<file path="src/hrfd_pkg.sv">
// Package for the HTTP response framing detector: types, character codes and name tables.
`default_nettype none
package hrfd_pkg;

  localparam int unsigned LENGTH_BITS_DEF = 32;

  localparam int unsigned POS_W = 5;
  localparam logic [POS_W-1:0] POS_MAX = 5'd31;
  localparam logic [POS_W-1:0] CL_LEN = 5'd14;
  localparam logic [POS_W-1:0] TE_LEN = 5'd17;

  // scan state of a Content-Length value, kept in the position register
  localparam logic [POS_W-1:0] SCAN_SKIP = 5'd0;
  localparam logic [POS_W-1:0] SCAN_DIGITS = 5'd1;
  localparam logic [POS_W-1:0] SCAN_STOPPED = 5'd2;

  localparam logic [7:0] CHAR_CR = 8'h0D;
  localparam logic [7:0] CHAR_LF = 8'h0A;
  localparam logic [7:0] CHAR_COLON = 8'h3A;
  localparam logic [7:0] CHAR_SPACE = 8'h20;
  localparam logic [7:0] CHAR_ZERO = 8'h30;
  localparam logic [7:0] CHAR_NINE = 8'h39;

  // "0" CR LF CR LF
  localparam logic [39:0] TAIL_MAGIC = 40'h300D0A0D0A;

  typedef enum logic [3:0] {
    PH_NAME  = 4'b0001,
    PH_VALUE = 4'b0010,
    PH_BODY  = 4'b0100,
    PH_DONE  = 4'b1000
  } phase_e;

  typedef enum logic [1:0] {
    FRM_UNKNOWN = 2'd0,
    FRM_CHUNKED = 2'd1,
    FRM_LENGTH  = 2'd2
  } framing_e;

  typedef struct packed {
    logic [7:0] byte_out;
    logic [1:0] framing;
    logic       header_end;
    logic       in_body;
    logic       response_done;
    logic       length_overflow;
  } result_t;

  function automatic logic [7:0] cl_char(input logic [POS_W-1:0] pos);
    logic [7:0] c;
    case (pos)
      5'd0:    c = "C";
      5'd1:    c = "o";
      5'd2:    c = "n";
      5'd3:    c = "t";
      5'd4:    c = "e";
      5'd5:    c = "n";
      5'd6:    c = "t";
      5'd7:    c = "-";
      5'd8:    c = "L";
      5'd9:    c = "e";
      5'd10:   c = "n";
      5'd11:   c = "g";
      5'd12:   c = "t";
      5'd13:   c = "h";
      default: c = 8'h00;
    endcase
    return c;
  endfunction

  function automatic logic [7:0] te_char(input logic [POS_W-1:0] pos);
    logic [7:0] c;
    case (pos)
      5'd0:    c = "T";
      5'd1:    c = "r";
      5'd2:    c = "a";
      5'd3:    c = "n";
      5'd4:    c = "s";
      5'd5:    c = "f";
      5'd6:    c = "e";
      5'd7:    c = "r";
      5'd8:    c = "-";
      5'd9:    c = "E";
      5'd10:   c = "n";
      5'd11:   c = "c";
      5'd12:   c = "o";
      5'd13:   c = "d";
      5'd14:   c = "i";
      5'd15:   c = "n";
      5'd16:   c = "g";
      default: c = 8'h00;
    endcase
    return c;
  endfunction

endpackage
`default_nettype wire

</file>
<file path="src/hrfd_len_acc.sv">
// Decimal length accumulator: value * 10 + digit, saturating at all ones.
`default_nettype none
module hrfd_len_acc #(
  parameter int unsigned LENGTH_BITS = hrfd_pkg::LENGTH_BITS_DEF
) (
  input  wire logic [LENGTH_BITS-1:0] len_i,
  input  wire logic [3:0]             digit_i,
  output logic      [LENGTH_BITS-1:0] len_o,
  output logic                        ovf_o
);

  logic [LENGTH_BITS+3:0] wide;

  // x*10 as x*8 + x*2
  assign wide = ({4'b0000, len_i} << 3) + ({4'b0000, len_i} << 1)
              + {{LENGTH_BITS{1'b0}}, digit_i};
  assign ovf_o = |wide[LENGTH_BITS+3:LENGTH_BITS];
  assign len_o = ovf_o ? {LENGTH_BITS{1'b1}} : wide[LENGTH_BITS-1:0];

endmodule
`default_nettype wire

</file>
<file path="src/hrfd_step.sv">
// Parser state and the per-word update of the framing detector.
`default_nettype none
module hrfd_step #(
  parameter int unsigned LENGTH_BITS = hrfd_pkg::LENGTH_BITS_DEF
) (
  input  wire logic             clk_i,
  input  wire logic             rst_ni,
  input  wire logic             en_i,
  input  wire logic [7:0]       data_i,
  input  wire logic             sor_i,
  output hrfd_pkg::result_t     res_o
);

  hrfd_pkg::phase_e   phase_q, phase_d, cur_phase;
  logic [hrfd_pkg::POS_W-1:0] pos_q, pos_d, cur_pos;
  logic               lm_q, lm_d, cur_lm;
  logic               em_q, em_d, cur_em;
  hrfd_pkg::framing_e kind_q, kind_d, cur_kind;
  logic               empty_q, empty_d, cur_empty;
  logic               cr_q, cr_d, cur_cr;
  logic [LENGTH_BITS-1:0] len_q, len_d, cur_len;
  logic               cap_q, cap_d, cur_cap;
  logic [LENGTH_BITS-1:0] cnt_q, cnt_d, cur_cnt;
  logic [39:0]        tail_q, tail_d, cur_tail;
  logic               sat_q, sat_d, cur_sat;

  logic [LENGTH_BITS-1:0] acc_len;
  logic               acc_ovf;
  logic               is_digit;
  logic               hend, body, done;

  assign is_digit = (data_i >= hrfd_pkg::CHAR_ZERO) && (data_i <= hrfd_pkg::CHAR_NINE);

  hrfd_len_acc #(
    .LENGTH_BITS(LENGTH_BITS)
  ) u_len_acc (
    .len_i  (cur_len),
    .digit_i(data_i[3:0]),
    .len_o  (acc_len),
    .ovf_o  (acc_ovf)
  );

  always_comb begin
    cur_phase = sor_i ? hrfd_pkg::PH_NAME : phase_q;
    cur_pos   = sor_i ? '0 : pos_q;
    cur_lm    = sor_i ? 1'b1 : lm_q;
    cur_em    = sor_i ? 1'b1 : em_q;
    cur_kind  = sor_i ? hrfd_pkg::FRM_UNKNOWN : kind_q;
    cur_empty = sor_i ? 1'b1 : empty_q;
    cur_cr    = sor_i ? 1'b0 : cr_q;
    cur_len   = sor_i ? '0 : len_q;
    cur_cap   = sor_i ? 1'b0 : cap_q;
    cur_cnt   = sor_i ? '0 : cnt_q;
    cur_tail  = sor_i ? '0 : tail_q;
    cur_sat   = sor_i ? 1'b0 : sat_q;
  end

  always_comb begin
    phase_d = cur_phase;
    pos_d   = cur_pos;
    lm_d    = cur_lm;
    em_d    = cur_em;
    kind_d  = cur_kind;
    empty_d = cur_empty;
    cr_d    = cur_cr;
    len_d   = cur_len;
    cap_d   = cur_cap;
    cnt_d   = cur_cnt;
    tail_d  = cur_tail;
    sat_d   = cur_sat;
    hend    = 1'b0;
    body    = 1'b0;
    done    = 1'b0;

    unique case (cur_phase) inside
      hrfd_pkg::PH_BODY: begin
        body = 1'b1;
        if (cur_kind == hrfd_pkg::FRM_LENGTH) begin
          if (cur_cnt < cur_len) cnt_d = cur_cnt + 1'b1;
          done = (cnt_d >= cur_len);
        end else if (cur_kind == hrfd_pkg::FRM_CHUNKED) begin
          tail_d = {cur_tail[31:0], data_i};
          done = (tail_d == hrfd_pkg::TAIL_MAGIC);
        end
        if (done) phase_d = hrfd_pkg::PH_DONE;
      end
      hrfd_pkg::PH_DONE: begin
      end
      hrfd_pkg::PH_NAME, hrfd_pkg::PH_VALUE: begin
        if (data_i == hrfd_pkg::CHAR_CR) begin
          cr_d = 1'b1;
        end else if (data_i == hrfd_pkg::CHAR_LF && cur_cr) begin
          cr_d = 1'b0;
          if (cur_phase == hrfd_pkg::PH_NAME && cur_empty) begin
            hend    = 1'b1;
            phase_d = hrfd_pkg::PH_BODY;
            cnt_d   = '0;
            tail_d  = '0;
            if (cur_kind == hrfd_pkg::FRM_LENGTH && cur_len == '0) begin
              done    = 1'b1;
              phase_d = hrfd_pkg::PH_DONE;
            end
          end else begin
            if (cur_phase == hrfd_pkg::PH_VALUE && cur_lm) cap_d = 1'b1;
            phase_d = hrfd_pkg::PH_NAME;
            pos_d   = '0;
            lm_d    = 1'b1;
            em_d    = 1'b1;
            empty_d = 1'b1;
          end
        end else begin
          cr_d    = 1'b0;
          empty_d = 1'b0;
          if (cur_phase == hrfd_pkg::PH_NAME) begin
            if (data_i == hrfd_pkg::CHAR_COLON) begin
              lm_d = cur_lm && (cur_pos == hrfd_pkg::CL_LEN);
              em_d = cur_em && (cur_pos == hrfd_pkg::TE_LEN);
              if (em_d) kind_d = hrfd_pkg::FRM_CHUNKED;
              else if (lm_d && cur_kind != hrfd_pkg::FRM_CHUNKED)
                kind_d = hrfd_pkg::FRM_LENGTH;
              phase_d = hrfd_pkg::PH_VALUE;
              pos_d   = '0;
            end else begin
              lm_d = cur_lm && (cur_pos < hrfd_pkg::CL_LEN)
                   && (data_i == hrfd_pkg::cl_char(cur_pos));
              em_d = cur_em && (cur_pos < hrfd_pkg::TE_LEN)
                   && (data_i == hrfd_pkg::te_char(cur_pos));
              if (cur_pos < hrfd_pkg::POS_MAX) pos_d = cur_pos + 1'b1;
            end
          end else if (cur_lm && !cur_cap) begin
            if (cur_pos == hrfd_pkg::SCAN_SKIP) begin
              if (data_i != hrfd_pkg::CHAR_SPACE) begin
                if (is_digit) begin
                  len_d = acc_len;
                  sat_d = cur_sat | acc_ovf;
                  pos_d = hrfd_pkg::SCAN_DIGITS;
                end else begin
                  pos_d = hrfd_pkg::SCAN_STOPPED;
                end
              end
            end else if (cur_pos == hrfd_pkg::SCAN_DIGITS) begin
              if (is_digit) begin
                len_d = acc_len;
                sat_d = cur_sat | acc_ovf;
              end else begin
                pos_d = hrfd_pkg::SCAN_STOPPED;
              end
            end
          end
        end
      end
      default: begin
      end
    endcase
  end

  assign res_o.byte_out        = data_i;
  assign res_o.framing         = kind_d;
  assign res_o.header_end      = hend;
  assign res_o.in_body         = body;
  assign res_o.response_done   = done;
  assign res_o.length_overflow = sat_d;

  always_ff @(posedge clk_i or negedge rst_ni) begin
    if (!rst_ni) begin
      phase_q <= hrfd_pkg::PH_NAME;
      pos_q   <= '0;
      lm_q    <= 1'b1;
      em_q    <= 1'b1;
      kind_q  <= hrfd_pkg::FRM_UNKNOWN;
      empty_q <= 1'b1;
      cr_q    <= 1'b0;
      len_q   <= '0;
      cap_q   <= 1'b0;
      cnt_q   <= '0;
      tail_q  <= '0;
      sat_q   <= 1'b0;
    end else if (en_i) begin
      phase_q <= phase_d;
      pos_q   <= pos_d;
      lm_q    <= lm_d;
      em_q    <= em_d;
      kind_q  <= kind_d;
      empty_q <= empty_d;
      cr_q    <= cr_d;
      len_q   <= len_d;
      cap_q   <= cap_d;
      cnt_q   <= cnt_d;
      tail_q  <= tail_d;
      sat_q   <= sat_d;
    end
  end

endmodule
`default_nettype wire

</file>
<file path="src/http_response_framing_detector.sv">
// Top level of the HTTP response framing detector: input register, step logic, result register.
// Takes one response byte per word and returns one result word per byte, passing the byte
// through with the framing (unknown, chunked or content length), header end, body, done and
// length overflow flags. A word is registered on input, parsed against the parser state and
// registered on output, so the block sustains one byte per clock while the output is not
// stalled; a stalled output holds the result while the input register still takes one more
// word. start_of_response clears the parser before its byte is parsed. LENGTH_BITS sets the
// width of the Content-Length value and the body byte counter.
`default_nettype none
module http_response_framing_detector #(
  parameter int unsigned LENGTH_BITS = hrfd_pkg::LENGTH_BITS_DEF
) (
  input  wire logic       clk_i,
  input  wire logic       rst_ni,
  input  wire logic       in_valid_i,
  output logic            in_stall_o,
  input  wire logic [7:0] data_byte_i,
  input  wire logic       start_of_response_i,
  output logic            out_valid_o,
  input  wire logic       out_stall_i,
  output logic [7:0]      byte_out_o,
  output logic [1:0]      framing_o,
  output logic            header_end_o,
  output logic            in_body_o,
  output logic            response_done_o,
  output logic            length_overflow_o
);

  logic              in_valid_q;
  logic [7:0]        data_q;
  logic              sor_q;
  logic              out_valid_q;
  hrfd_pkg::result_t res_d, res_q;
  logic              advance;
  logic              in_take;

  assign advance    = in_valid_q && (!out_valid_q || !out_stall_i);
  assign in_stall_o = in_valid_q && !advance;
  assign in_take    = in_valid_i && !in_stall_o;

  hrfd_step #(
    .LENGTH_BITS(LENGTH_BITS)
  ) u_step (
    .clk_i (clk_i),
    .rst_ni(rst_ni),
    .en_i  (advance),
    .data_i(data_q),
    .sor_i (sor_q),
    .res_o (res_d)
  );

  always_ff @(posedge clk_i or negedge rst_ni) begin
    if (!rst_ni) begin
      in_valid_q  <= 1'b0;
      out_valid_q <= 1'b0;
    end else begin
      if (in_take) in_valid_q <= 1'b1;
      else if (advance) in_valid_q <= 1'b0;
      if (advance) out_valid_q <= 1'b1;
      else if (!out_stall_i) out_valid_q <= 1'b0;
    end
  end

  always_ff @(posedge clk_i) begin
    if (in_take) begin
      data_q <= data_byte_i;
      sor_q  <= start_of_response_i;
    end
    if (advance) res_q <= res_d;
  end

  assign out_valid_o       = out_valid_q;
  assign byte_out_o        = res_q.byte_out;
  assign framing_o         = res_q.framing;
  assign header_end_o      = res_q.header_end;
  assign in_body_o         = res_q.in_body;
  assign response_done_o   = res_q.response_done;
  assign length_overflow_o = res_q.length_overflow;

endmodule
`default_nettype wire
</file>
<file path="config.mk">
export PLATFORM = sky130hd
export DESIGN_NAME = http_response_framing_detector
export DESIGN_NICKNAME = d
export VERILOG_FILES = /design/src/hrfd_pkg.sv /design/src/hrfd_len_acc.sv /design/src/hrfd_step.sv /design/src/http_response_framing_detector.sv
export SDC_FILE = /design/constraint.sdc
export NUM_CORES = 1
export LEC_CHECK = 0
export BUFFER_PORTS_ARGS = -buffer_cell sky130_fd_sc_hd__buf_2
export CORE_ASPECT_RATIO = 0.8
export CORE_MARGIN = 3
export CORE_UTILIZATION = 54
export DETAILED_ROUTE_END_ITERATION = 10
export PLACE_DENSITY_LB_ADDON = 0.2
export SYNTH_ARGS = -nofsm -noshare
export SYNTH_HDL_FRONTEND = slang
export SYNTH_SLANG_ARGS = --single-unit
</file>
<file path="constraint.sdc">
create_clock -name clk_i -period 5.07 [get_ports clk_i]
set_input_delay 1.521 -clock clk_i [delete_from_list [all_inputs] [get_ports clk_i]]
set_output_delay 1.521 -clock clk_i [all_outputs]
set_load 0.02 [all_outputs]
</file>
== After elaboration in Yosys (flattened, before gate mapping) ==
Memories as Yosys holds them, arrays and structs flattened.
Cells that the tools add are included.

* Bits in registers: 146
* Bits in latches: 0
* RAM bits: 0
* Bits in read-only memories: 336
* Input port bits: 13
* Output and inout port bits: 16
* Logic and storage cells: 204
* Memories kept: 2

{| class="wikitable"
|+ Memories
! memory !! depth !! width !! rd ports !! clocked after memory_dff !! write ports !! line !! source
|-
| (no name shown) || 32 || 7 || 1 || 0 || 0 || hrfd_pkg.sv:73 || <nowiki>case (pos)</nowiki>
|-
| (no name shown) || 16 || 7 || 1 || 0 || 0 || hrfd_pkg.sv:51 || <nowiki>case (pos)</nowiki>
|}

* $add $sub $neg: 4
* Multipliers: 0
* Div/mod/pow operators: 0
* Order comparisons: 7
* Equality and inequality tests: 17
* Shifts and indexed selects: 0
* Multiplexer cells: 121
* Bitwise gates (word level): 3
* Reduce and logical (&&, ||, !) cells: 28

{| class="wikitable"
|+ Operator list
! kind !! number
|-
| 32-bit 2-to-1 mux || 19
|-
| 40-bit 2-to-1 mux || 6
|-
| 8-bit 2-to-1 mux || 11
|-
| 40-bit case mux with 2 select lines || 1
|-
| 5-bit 2-to-1 mux || 13
|-
| 32-bit case mux with 2 select lines || 1
|-
| 1-bit 2-to-1 mux || 51
|-
| 40-bit by 38-bit equality test with 1-bit output, second input constant || 1
|-
| 35-bit by 33-bit adder with 36-bit output || 1
|-
| 36-bit by 4-bit adder with 36-bit output || 1
|-
| 32-bit by 1-bit adder with 32-bit output, second input constant || 1
|-
| 32-bit greater-or-equal comparator || 1
|-
| 32-bit zero test || 1
|-
| 32-bit < comparator || 1
|-
| 4-bit 2-to-1 mux || 8
|-
| 2-bit 2-to-1 mux || 9
|-
| 8-bit by 4-bit equality test with 1-bit output, second input constant || 2
|-
| 8-bit equality test || 2
|-
| 1-bit logical AND || 16
|-
| 5-bit < comparator, second input constant || 2
|-
| 8-bit by 6-bit equality test with 1-bit output, second input constant || 1
|-
| 8-bit by 6-bit greater-or-equal comparator with 1-bit output, second input constant || 1
|-
| 8-bit by 6-bit less-or-equal comparator with 1-bit output, second input constant || 1
|-
| 8-bit by 6-bit != test with 1-bit output, second input constant || 1
|-
| other kinds (22) || 28
|}

== Depth between registers and ports, before layout ==
Gate-level depths: netlist of the first run.
An unclocked memory read counts as a cell.

* Depth after elaboration: 15
* Depth in mapped cells: 29

== Hierarchy ==
A second synthesis of the first run with hierarchy kept.

* Cell total of the unflattened synthesis: 1387
* Area total of the unflattened synthesis: 11996.5 um2

{| class="wikitable"
|+ Modules (own cells, without submodules)
! module !! instances !! cells each !! area each (um2)
|-
| hrfd_step || 1 || 1040 || 8723.4
|-
| hrfd_len_acc || 1 || 316 || 2489.9
|-
| http_response_framing_detector || 1 || 31 || 783.3
|}

== Least setup slack after synthesis of the first run ==
OpenSTA, ideal clock, no wires.

* Path type: register -> register
* Start: reg sor_q
* End: reg res_q, in the netlist response_done_o (data pin)
* Library setup time: 269 ps
* Arrival time: 5237 ps
* Path slack: -436 ps
* Cell stages (with the launch flop): 28
* Path buffers: 9
* Clock period less this slack: 5506 ps
* Cells stage by stage: edfxtp_1 > buf_2 > buf_2 > buf_2 > buf_2 > buf_2 > buf_2 > buf_2 > nor2b_1 > ha_1 > or3b_1 > a21oi_1 > a2bb2oi_2 > o21ai_1 > a41o_1 > nor3_4 > buf_6 > buf_2 > mux2_2 > ha_1 > a21o_1 > a21o_1 > a21o_1 > a21oi_1 > o21ai_0 > o31ai_1 > nor2b_1 > o21ai_0

{| class="wikitable"
|+ RTL lines
! what !! line !! source
|-
| start: declaration || http_response_framing_detector.sv:31 || <nowiki>logic sor_q;</nowiki>
|-
| start signal: assignment || http_response_framing_detector.sv:67 || <nowiki>sor_q <= start_of_response_i;</nowiki>
|-
| end signal: assignment || http_response_framing_detector.sv:69 || <nowiki>if (advance) res_q <= res_d;</nowiki>
|-
| end: declaration || http_response_framing_detector.sv:33 || <nowiki>hrfd_pkg::result_t res_d, res_q;</nowiki>
|}

== Worst setup path after layout of the first run ==
* Start: reg sor_q
* End: reg u_step.phase_q[3]

* Cells in the longest elaborated chain, start to end: 10

{| class="wikitable"
|+ Ends and longest elaborated chain
! what !! line !! source
|-
| 32-bit 2-to-1 mux, on equally long branches || hrfd_step.sv:53, hrfd_step.sv:51 ||
|-
| 32-bit by 1-bit adder with 32-bit output / 32-bit < comparator (equally long branches) || hrfd_step.sv:79 || <nowiki>if (cur_cnt < cur_len) cnt_d = cur_cnt + 1'b1;</nowiki>
|-
| 32-bit 2-to-1 mux || hrfd_step.sv:79 ||
|-
| 32-bit 2-to-1 mux || hrfd_step.sv:78 || <nowiki>if (cur_kind == hrfd_pkg::FRM_LENGTH) begin</nowiki>
|-
| 32-bit 2-to-1 mux || hrfd_step.sv:75 || <nowiki>unique case (cur_phase) inside</nowiki>
|-
| 32-bit greater-or-equal comparator || hrfd_step.sv:80 || <nowiki>done = (cnt_d >= cur_len);</nowiki>
|-
| 1-bit 2-to-1 mux || hrfd_step.sv:78 ||
|-
| 1-bit 2-to-1 mux || hrfd_step.sv:75 ||
|-
| 4-bit 2-to-1 mux || hrfd_step.sv:85 || <nowiki>if (done) phase_d = hrfd_pkg::PH_DONE;</nowiki>
|-
| 4-bit case mux with 2 select lines * || hrfd_step.sv:75 ||
|-
| end signal: assignment || hrfd_step.sv:166 || <nowiki>phase_q <= hrfd_pkg::PH_NAME;</nowiki>
|-
| end signal: assignment || hrfd_step.sv:179 || <nowiki>phase_q <= phase_d;</nowiki>
|-
| end: declaration || hrfd_step.sv:14 || <nowiki>hrfd_pkg::phase_e phase_q, phase_d, cur_phase;</nowiki>
|}

Mark *: on every way between the ends. The rest lies on a longest branch, timed or not. The select of a mux whose other input is x is not followed.
A chain may end at the register's enable or synchronous reset.

==> results of run 1 <==
==> cell usage after synthesis, types with 24 or more instances <==
cell	instances
a21oi_1	89
ha_1	133
dfrtp_1	111
nor2_1	96
xnor2_1	47
xor2_1	24
a31oi_1	27
nand2_1	218
a22o_1	33
nand3_1	46
nor2b_1	43
o21ai_0	103
clkbuf_1	43
nand4_1	34
inv_1	59
==> kinds of logic after synthesis <==
logic type | synth area share, %
compound gates | 21.9
xor+xnor | 5.26
fa+ha+maj | 14.4
buf+inv | 4.50
flops | 30.2
mux | 0.963
simple gates | 22.7
==> worst paths after layout <==
path / start / to / slack, ns / cells after the start
min in group asynchronous: rst_ni / u_step.tail_q[21]$_DFFE_PN0P_ / 1.21 / 1
max: sor_q$_DFFE_PP_ / u_step.phase_q[3]$_DFFE_PN0P_ / 0.22 / 23
max reg2reg: sor_q$_DFFE_PP_ / u_step.phase_q[3]$_DFFE_PN0P_ / 0.22 / 23
max in group asynchronous: rst_ni / u_step.len_q[25]$_DFFE_PN0P_ / 3.09 / 2
min reg2reg: u_step.len_q[1]$_DFFE_PN0P_ / u_step.len_q[1]$_DFFE_PN0P_ / 0.48 / 2
min: u_step.len_q[1]$_DFFE_PN0P_ / u_step.len_q[1]$_DFFE_PN0P_ / 0.48 / 2
==> worst min-delay path: stages, from the launching register on <==
cell	delay, ns
dfrtp_1	0.35
nand2_1	0.05
nand2_1	0.05
==> power by group through the flow <==
stage	sequential, uW	clock (uW)	combinational, uW
floorplan	1230	0	469
global placement	1250	0	664
detailed placement	1250	0	674
CTS	1230	1270	688
global route	1240	1320	809
finish	1240	1260	748
==> state kept, by name, summed over array words and instances (netlist names) <==
register           flops
response_done_o        1
sor_q                  1
in_valid_q             1
length_overflow_o      1
u_step.cnt_q          32
u_step.lm_q            1
u_step.len_q          32
u_step.kind_q          2
u_step.phase_q         4
u_step.pos_q           5
framing_o              2
out_valid_o            1
u_step.tail_q         32
header_end_o           1
data_q                 8
u_step.empty_q         1
u_step.em_q            1
u_step.cr_q            1
byte_out_o             8
u_step.sat_q           1
u_step.cap_q           1
in_body_o              1
==> cell type report <==
class	instances	share of cell area, %
timing repair buffer	126	7.06
clock buffer	17	3.14
tap	269	2.49
timing repair inverter	1	0.0462
clock inverter	15	1.16
multi-input combinational	1160	58.0
sequential	138	26.4
inverter	62	1.76
==> what timing repair did <==
item                       CTS  global route
buffers inserted             2             6
gates resized for setup      9            34
setup endpoints to repair    2            25
cloned                       2             0
pin swaps                    1             4
==> metal layers <==
| layer | track usage [%] | vias up |
|---|---|---|
| met3 | 9.10 | 51 |
| met1 | 47.7 | 5428 |
| met5 | 0 | - |
| met2 | 41.3 | 557 |
| li1 | - | 5384 |
| met4 | 7.58 | 0 |
==> per-stage QoR <==
stage,area [um^2],power [uW]
6_report,13500,3240
5_1_grt,13500,3370
4_1_cts,13400,3190
3_5_place_dp,12700,1930
3_3_place_gp,12700,1920
2_1_floorplan,11900,1700
==> layout by cell type (no fill, tap or decap), types with 24 or more instances in the layout <==
cell type / n
buf_2: 27
o21ai_0: 101
nor2_1: 94
xnor2_1: 46
nand2_1: 218
inv_1: 59
a22o_1: 33
ha_1: 133
a31oi_1: 27
buf_4: 92
nor2b_1: 27
dfrtp_1: 111
nand3_1: 46
nand4_1: 34
a21oi_1: 87
xor2_1: 24
==> key figures, run 1 <==
Global routing
  – Tot GR Track Use: 30.7%
  – Largest net degree at the start of global routing: 71
  – Vias in the first global route: 10700
  – First-pass GRT wire length: ~58 mm
  – Final global-route overflow total: 0
  – Antenna violations before repair: 0

Placed design
  – IO Port Bufs: 28
  – Pre-CTS WS: -0.121 ns
  – GP Congestion: 0.974
  – HPWL after detailed placement: 27.9 mm
  – Dpl cells: approximately 1700

Power and ir drop
  – Gate power share: a little under a quarter
  – Power share of the sequential group: 38.1%
  – Lkg Pwr: about 0.0065 uW
  – Maximum vdd drop: 204 uV
  – Switching pwr: 1070 uW
  – Clock power frac: 38.8%
  – Net Sw Frac: 33.1%
  – Power per cell area: 240 nW/um^2
  – Internal: 2170 uW

Die
  – Die ar.: approximately 24000 um^2
  – Initial Util: 56.0%
  – Core area: roughly 21000 um^2
  – Die Ht: about 140 um
  – Rows: 47
  – Die width: about 170 um
  – IO Pins: 29

Clock network
  – H-tree levels: 4
  – CTS hold repair buffers: 0
  – Clk_lat worst skew: 0.45 ns
  – Maximum root-to-sink buffer count: 2
  – CTS tree: built
  – TritonCTS Sinks: 138
  – Reg clk slew, reported paths: 0.07 ns
  – CTS root buffer: clkbuf_16
  – CTS buffer count: 17

Drt
  – DR vias/cell: 6.39
  – Top Metal Used: met4
  – Post-DR wirelength/cell: approximately 20 um
  – Drc violations: 0
  – Wl on met1: between 15 and 20 mm
  – Wire length on met3: 3.84 mm
  – Vias: roughly 11000
  – First-iteration detailed-routing DRC count: 1279
  – Final wirelength: 36.6 mm
  – Drt pass-1 iters: 5
  – Post-route antenna net violation count: 0
  – Met2 wire len: ~15 mm

Yosys
  – Ys Warns: 0
  – Cells after synthesis: 1429
  – Syn avg cell area: 8.27 um^2
  – Ys flop type: dfrtp_1
  – Synth area leaders: dfrtp_1 23%, ha_1 14%, nand2_1 6.9%
  – Ys async rst share: 83.3%
  – Cell taking the most area after synthesis: dfrtp_1
  – Share of the synthesized area in the top cell type: between 20% and 30%
  – Synthesized area: 11800 um^2
  – Seq cells post-synth: 138
  – Part of the Yosys area used for sequential elements: 30.2%
  – Syn Nets: 1577
  – EDFF count, synth: 23
  – Cell variety after synth: 84

Timing
  – Endpoints failing setup: 0
  – Max-slew violation count: 0
  – Slew at the pin with the worst max-slew slack: 1.26 ns
  – Setup Skew: 0.00752 ns
  – Min cycle time layout: 4.85 ns
  – Final worst path period share: 95.6%
  – Slew HR: 15.7%
  – Max Freq: 206 MHz
  – Final Hold Fails: 0
  – Hold Slack: 0.482 ns
  – Setup TNS: 0 ns
  – Final setup margin: between 0.2 and 0.25 ns

Setup path
  – CP max FO: 15
  – CP most frequent cell: a21o_1
  – Worst Path Arrival: about 5.1 ns
  – Max incr delay on CP: around 0.38 ns
  – Crit end category: flop
  – Max stage delay cell, worst path: edfxtp_1
  – CP Class: reg -> reg
  – Crit path launch type: flop
  – CP top delay family: compound AO/OA/AOI/OAI gates
  – Worst Path Required: 5.36 ns
  – Crit path cell chain: buf_6, buf_12, buf_8, nor2b_2, ha_1, a21oi_1, nor2_1, a211oi_2, a21boi_1, a41o_1, nor3_4, buf_12, mux2_2, ha_1, a21o_1, a21o_1, a21o_1, a21oi_2, o21ai_2, o31ai_2, nor2b_2, buf_4, o221ai_1
  – Buf/Inv on CP: 5

Flow run
  – Max cap viols: 0

Layout
  – Final Non-Filler Cells: 1788
  – Final Util: 64.1%
  – Synth-to-Final Area Change: 14.5%
  – Fillers: roughly 1800
  – Ant diodes: 0
  – Nets@finish: 1654
  – Register area: 3570 um^2
  – Multi-input logic area: 7850 um^2
  – Share of cells above drive strength 1: between 10% and 20%

Worst hold path
  – Worst min-delay path class: reg -> reg

Run status
  – Status: completed
Note: power is estimated with default switching activity, not from simulation.
==> inputs of run 2 (changes only) <==
--- a/config.mk
+++ b/config.mk
@@ -10,6 +10,7 @@
 export CORE_MARGIN = 3
 export CORE_UTILIZATION = 54
 export DETAILED_ROUTE_END_ITERATION = 10
+export GPL_TIMING_DRIVEN = 0
 export PLACE_DENSITY_LB_ADDON = 0.2
 export SYNTH_ARGS = -nofsm -noshare
 export SYNTH_HDL_FRONTEND = slang
==> key figures, run 2 (same netlist as run 1, synthesis figures left out) <==
Drt
  – Post-DR wirelength/cell: 21.4 um
  – DR vias/cell: approximately 6.6
  – Vias: 11900
  – Post-route antenna net violation count: 0
  – Drc violations: 0
  – First-iteration detailed-routing DRC count: 1789
  – Final wirelength: about 39 mm
  – Drt pass-1 iters: 6

Placed design
  – GP Congestion: 0.966
  – IO Port Bufs: 28
  – HPWL after detailed placement: about 29 mm
  – Dpl cells: about 1700
  – Pre-CTS WS: -1.99 ns

Timing
  – Setup TNS: -0.833 ns
  – Final Hold Fails: 0
  – Max Freq: 185 MHz
  – Min cycle time layout: about 5.4 ns
  – Setup Skew: 0.0208 ns
  – Final worst path period share: 107%
  – RSZ-0062 raised after global routing: yes
  – Max-slew violation count: 0
  – Slew at the pin with the worst max-slew slack: 1.10 ns
  – Final setup margin: -0.344 ns
  – Slew HR: 26.4%
  – Endpoints failing setup: 3

Worst hold path
  – Worst min-delay path class: reg -> reg

Setup path
  – Worst Path Required: 5.25 ns
  – Crit end category: flop
  – CP Class: reg -> reg
  – CP max FO: 7
  – Crit path launch type: flop
  – Worst Path Arrival: about 5.6 ns

Global routing
  – Top Usage Layer GRT: met1
  – Vias in the first global route: 10900
  – Final global-route overflow total: 0
  – Grt met1 use: 49.5%
  – Met2 GRT Util: 43.1%
  – Met3 Use GR: 8.88%
  – Tot GR Track Use: 31.9%
  – Antenna violations before repair: 0
  – First-pass GRT wire length: approximately 60 mm
  – Largest net degree at the start of global routing: 90

Clock network
  – H-tree levels: 4
  – TritonCTS Sinks: around 140
  – Maximum root-to-sink buffer count: 2
  – CTS root buffer: clkbuf_16
  – CTS tree: built
  – CTS buffer count: 17
  – Reg clk slew, reported paths: 0.08 ns
  – Clk_lat worst skew: 0.45 ns

Die
  – Rows: 47
  – IO Pins: 29
  – Die width: 171 um
  – Die ar.: 23700 um^2
  – Initial Util: between 50 and 60%
  – Die Ht: 138 um
  – Core area: 21100 um^2

Layout
  – Nets@finish: around 1700
  – Fillers: approximately 1700
  – Commonest non-fill, non-tap cell in the layout: nand2_1
  – Largest registers: u_step.cnt_q: 32 flops, u_step.len_q: 32 flops, u_step.tail_q: 32 flops
  – Commonest cells after routing, fill and taps aside: 213 x nand2_1, 129 x ha_1, 111 x dfrtp_1
  – Synth-to-Final Area Change: 16.8%
  – Final Non-Filler Cells: 1803
  – Multi-input logic area: approximately 8000 um^2
  – Ant diodes: 0
  – Final Util: 65.4%
  – Register area: about 3600 um^2
  – Share of cells above drive strength 1: 14.4%

Power and ir drop
  – Total Power: 3390 uW
  – Lkg Pwr: ~0.0066 uW
  – Maximum vdd drop: 221 uV
  – Power per cell area: 245 nW/um^2

Run status
  – Violated checks: setup timing
  – Status: finished, violations left

Flow run
  – Max cap viols: 0
-- run 2: cell count changes in the layout (fill, tap and decap cells not counted), moves of 5 or more --
cell	change
nor2b_2	-8
buf_6	+15
nand2_2	+5
buf_2	+12
nand2_1	-5
clkinv_8	+5
nor2b_4	+6
buf_4	-58
a21oi_2	+5
a21oi_1	-5
o21ai_0	-6
clkbuf_1	+39
-- run 2: worst max-delay path: stages, from the launching register on --
cell and delay [ns]:
edfxtp_1 0.45, buf_6 0.17, buf_12 0.13, buf_12 0.12, buf_12 0.13, buf_12 0.14
buf_12 0.15, nor2b_4 0.14, ha_1 0.16, nand2_1 0.07, or3_4 0.44, nor3_4 0.26
a21boi_0 0.24, a41o_2 0.22, nor3_4 0.07, buf_6 0.16, buf_8 0.13, xnor2_1 0.18
ha_1 0.25, nand2b_1 0.14, a21o_1 0.17, a21o_1 0.17, a21o_1 0.18, a21oi_2 0.20
o21ai_4 0.10, o31ai_4 0.27, nor2b_4 0.22, o21ai_2 0.06
-- run 2: repair_timing --
action,in CTS,in global routing
hold buffers,0,0
setup endpoints to repair,37,31
pin swaps,17,18
gates cloned,0,0
resized for setup,86,46
hold endpoints to repair,0,0
setup buffers,40,7
-- run 2: final cells by class --
cell class	instances	share of cell area (%)
multi-input cells	1160	58.2
flip-flops and latches	138	25.9
repair buffers	73	3.98
clock buffers	18	3.26
plain buffers	69	3.24
well taps	269	2.44
inverters	62	1.72
clock inverters	14	1.22
-- run 2: routing by layer --
layer,up-vias,share of wire (%)
li1,5438,-
met1,5651,45
met2,691,40
met3,100,13
met4,0,2.5
met5,-,0
-- run 2: worst paths after layout --
check                      slack, ns                       endpoint  cells past startpoint           startpoint
min reg2reg                     0.45        byte_out_o[0]$_DFFE_PP_                      0  data_q[0]$_DFFE_PP_
min in group asynchronous       0.94  u_step.tail_q[30]$_DFFE_PN0P_                      1               rst_ni
max reg2reg                    -0.34      response_done_o$_DFFE_PP_                     27      sor_q$_DFFE_PP_
max in group asynchronous       3.36   u_step.len_q[16]$_DFFE_PN0P_                      2               rst_ni
min                             0.45        byte_out_o[0]$_DFFE_PP_                      0  data_q[0]$_DFFE_PP_
max                            -0.34      response_done_o$_DFFE_PP_                     27      sor_q$_DFFE_PP_
-- run 2: stage by stage --
step	instance area (um^2)	hold WS (ns)
after floorplan	11900	0.424
after global placement	12300	0.430
after detailed placement	12400	0.432
after CTS	13600	0.450
after global routing	13800	0.470
final	13800	0.449
-- run 2: power breakdown --
part	switching, uW	internal, uW
combinational	529	334
sequential	40.0	1180
clock	614	694
total	1180	2200
==> inputs of run 3 (changes only) <==
--- a/config.mk
+++ b/config.mk
@@ -14,4 +14,5 @@
 export PLACE_DENSITY_LB_ADDON = 0.2
 export SYNTH_ARGS = -nofsm -noshare
 export SYNTH_HDL_FRONTEND = slang
+export SYNTH_HIERARCHICAL = 1
 export SYNTH_SLANG_ARGS = --single-unit
==> key figures, run 3 <==
Placed design
  – IO Port Bufs: 28
  – GP Congestion: 0.973
  – Dpl cells: 1717
  – HPWL after detailed placement: approximately 28 mm

Timing
  – Setup TNS: -0.720 ns
  – Slew HR: 20.3%
  – Final worst path period share: 105%
  – Final Hold Fails: 0
  – Endpoints failing setup: 4
  – Min cycle time layout: 5.34 ns
  – RSZ-0062 raised after global routing: yes
  – Slew at the pin with the worst max-slew slack: 1.18 ns
  – Max-slew violation count: 0
  – Max Freq: 187 MHz
  – Hold Slack: ~0.48 ns
  – Setup Skew: 0.0113 ns
  – Final setup margin: -0.272 ns

Yosys
  – Seq cells post-synth: 138
  – Cell taking the most area after synthesis: dfrtp_1
  – EDFF count, synth: 23
  – Ys flop type: dfrtp_1
  – Ys Warns: 6
  – Cells after synthesis: 1387
  – Count leader, synth: nand2_1
  – Cell variety after synth: 94
  – Commonest cells post-synth: 144 x nand2_1, 133 x ha_1, 111 x dfrtp_1
  – Synthesized area: 12000 um^2
  – Ys async rst share: 83.3%
  – Syn Nets: 1535
  – Share of the synthesized area in the top cell type: 23.2%
  – Part of the Yosys area used for sequential elements: ~30%
  – Syn avg cell area: 8.65 um^2
  – Synth area leaders: dfrtp_1 23%, ha_1 14%, edfxtp_1 5.8%

Setup path
  – Worst Path Required: about 5.4 ns
  – R2R Setup Slk: -0.27 ns
  – Max incr delay on CP: 0.53 ns
  – Critical R2R Capture: response_done_o$_DFFE_PP_
  – CP most frequent cell: buf_12
  – CP Class: reg -> reg
  – Worst r2r src: sor_q$_DFFE_PP_
  – Reg2reg path depth: 27
  – Crit end category: flop
  – Worst Path Arrival: 5.67 ns
  – CP max FO: 6
  – Crit path launch type: flop
  – Max stage delay cell, worst path: o21ai_1

Drt
  – Drt pass-1 iters: 8
  – Final wirelength: 39.1 mm
  – Drc violations: 0
  – Post-DR wirelength/cell: around 22 um
  – Vias: 11800
  – DR vias/cell: between 6 and 7
  – Post-route antenna net violation count: 0
  – First-iteration detailed-routing DRC count: 1461

Clock network
  – CTS tree: built
  – TritonCTS Sinks: 138
  – H-tree levels: 4
  – Reg clk slew, reported paths: 0.07 ns
  – Maximum root-to-sink buffer count: 2
  – CTS buffer count: 17
  – Clk_lat worst skew: 0.44 ns
  – CTS root buffer: clkbuf_16

Global routing
  – Largest net degree at the start of global routing: 76
  – Final global-route overflow total: 0
  – First-pass GRT wire length: 60.9 mm
  – Antenna violations before repair: 1
  – Tot GR Track Use: around a third
  – Vias in the first global route: 11000

Layout
  – Commonest cells after routing, fill and taps aside: 127 x nand2_1, 127 x ha_1, 111 x dfrtp_1
  – Ant diodes: 0
  – Nets@finish: 1628
  – Synth-to-Final Area Change: 17.3%
  – Share of cells above drive strength 1: 16.1%
  – Largest registers: u_step/cnt_q: 32 flops, u_step/len_q: 32 flops, u_step/tail_q: 32 flops
  – Final Non-Filler Cells: 1793

Die
  – Die width: 173 um
  – Core area: 21700 um^2
  – Initial Util: 55.3%
  – Die ar.: 24100 um^2
  – Die Ht: between 100 and 150 um
  – IO Pins: 29
  – Rows: 48

Power and ir drop
  – Net Sw Frac: between 30% and 40%
  – Clock power frac: 38.9%
  – Internal: 2230 uW
  – Maximum vdd drop: 258 uV
  – Gate power share: 24.4%
  – Power share of the sequential group: 36.7%
  – Power per cell area: between 200 and 250 nW/um^2
  – Lkg Pwr: 0.00692 uW
  – Switching pwr: 1140 uW
  – Total Power: 3360 uW

Flow run
  – Max cap viols: 0

Run status
  – Status: finished, violations left
  – Violated checks: setup timing

Worst hold path
  – Worst min-delay path class: reg -> reg
  – WHS Endpoint: u_step/cnt_q[31]$_DFFE_PN0P_
  – Hold path depth: 1
  – Critical hold path startpoint: u_step/cnt_q[31]$_DFFE_PN0P_
run 3: changes by cell type after synthesis, moves of 12 or more:
cell	previous run	this run
a21o_1	23	37
a22o_1	33	64
a21oi_1	89	77
nand2_1	218	144
nor2_1	96	75
nor3_1	18	35
o21ai_0	103	67
run 3: final cells by class:
| class | count | area [um^2] |
|---|---|---|
| multi-input combinational | 1105 | 8110 |
| fill | 1805 | 7610 |
| sequential | 138 | 3570 |
| buffer | 83 | 629 |
| timing repair buffer | 74 | 548 |
| clock buffer | 18 | 450 |
| tap | 300 | 375 |
| inverter | 61 | 233 |
| clock inverter | 14 | 148 |
run 3: how the worst max path moves through the flow:
stage / from / endpoint / slack (ns)
6_report: sor_q$_DFFE_PP_ / response_done_o$_DFFE_PP_ / -0.27
5_1_grt: sor_q$_DFFE_PP_ / response_done_o$_DFFE_PP_ / -0.44
3_5_place_dp: sor_q$_DFFE_PP_ / response_done_o$_DFFE_PP_ / -1.75
2_1_floorplan: sor_q$_DFFE_PP_ / response_done_o$_DFFE_PP_ / 0.009
4_1_cts: sor_q$_DFFE_PP_ / response_done_o$_DFFE_PP_ / -0.04
3_3_place_gp: sor_q$_DFFE_PP_ / response_done_o$_DFFE_PP_ / -1.68
run 3: layer usage:
layer,vias to the layer above,track usage (%),wire [um]
li1,5361,-,-
met1,5686,47.3,17600
met2,646,44.5,15900
met3,76,10.1,4990
met4,2,6.66,660
met5,-,0,11
run 3: worst max-delay path, delay by kind of cell, from the launching register on:
kind                       cells  cell delay, ns
DFF                            1            0.38
buffers and inverters         13            1.71
adders and majority gates      2            0.59
xor gates and xnor gates       1            0.07
AOI/OAI and AO/OA              3            1.08
and+or+nand+nor                8            1.36
run 3: repair_timing:
item                                    4_1_cts  5_1_grt
cloned                                        1        0
setup buffers                                27       16
hold buffers                                  0        0
endpoints found under the setup margin       37       18
pin swaps                                    25       33
resized for setup                            82       32
run 3: power by group through the flow:
| stage | Clock (uW) | Combinational, uW | Sequential [uW] |
|---|---|---|---|
| floorplan | 0 | 443 | 1250 |
| global placement | 0 | 642 | 1250 |
| detailed placement | 0 | 651 | 1250 |
| CTS | 1320 | 739 | 1230 |
| global route | 1370 | 871 | 1240 |
| finish | 1310 | 821 | 1240 |
run 3: cells by family (layout without fill, tap and decap cells):
logic type	count (synthesis)	after routing	share of synthesized area (%)
flops	138	138	29.8
fa+ha+maj	135	135	14.2
compound gates	376	376	22.0
simple gates	519	519	22.9
xor+xnor	65	65	4.75
mux	10	10	0.970
buf+inv	144	250	5.39
run 3: per-stage QoR:
stage / setup WS, ns / utilization [%] / instance area, um^2
2_1_floorplan: 0.00904 / - / 12000
3_3_place_gp: -1.68 / 57.8 / 12500
3_5_place_dp: -1.75 / 58.0 / 12600
4_1_cts: -0.0408 / 63.6 / 13800
5_1_grt: -0.437 / 64.9 / 14100
6_report: -0.272 / 64.9 / 14100
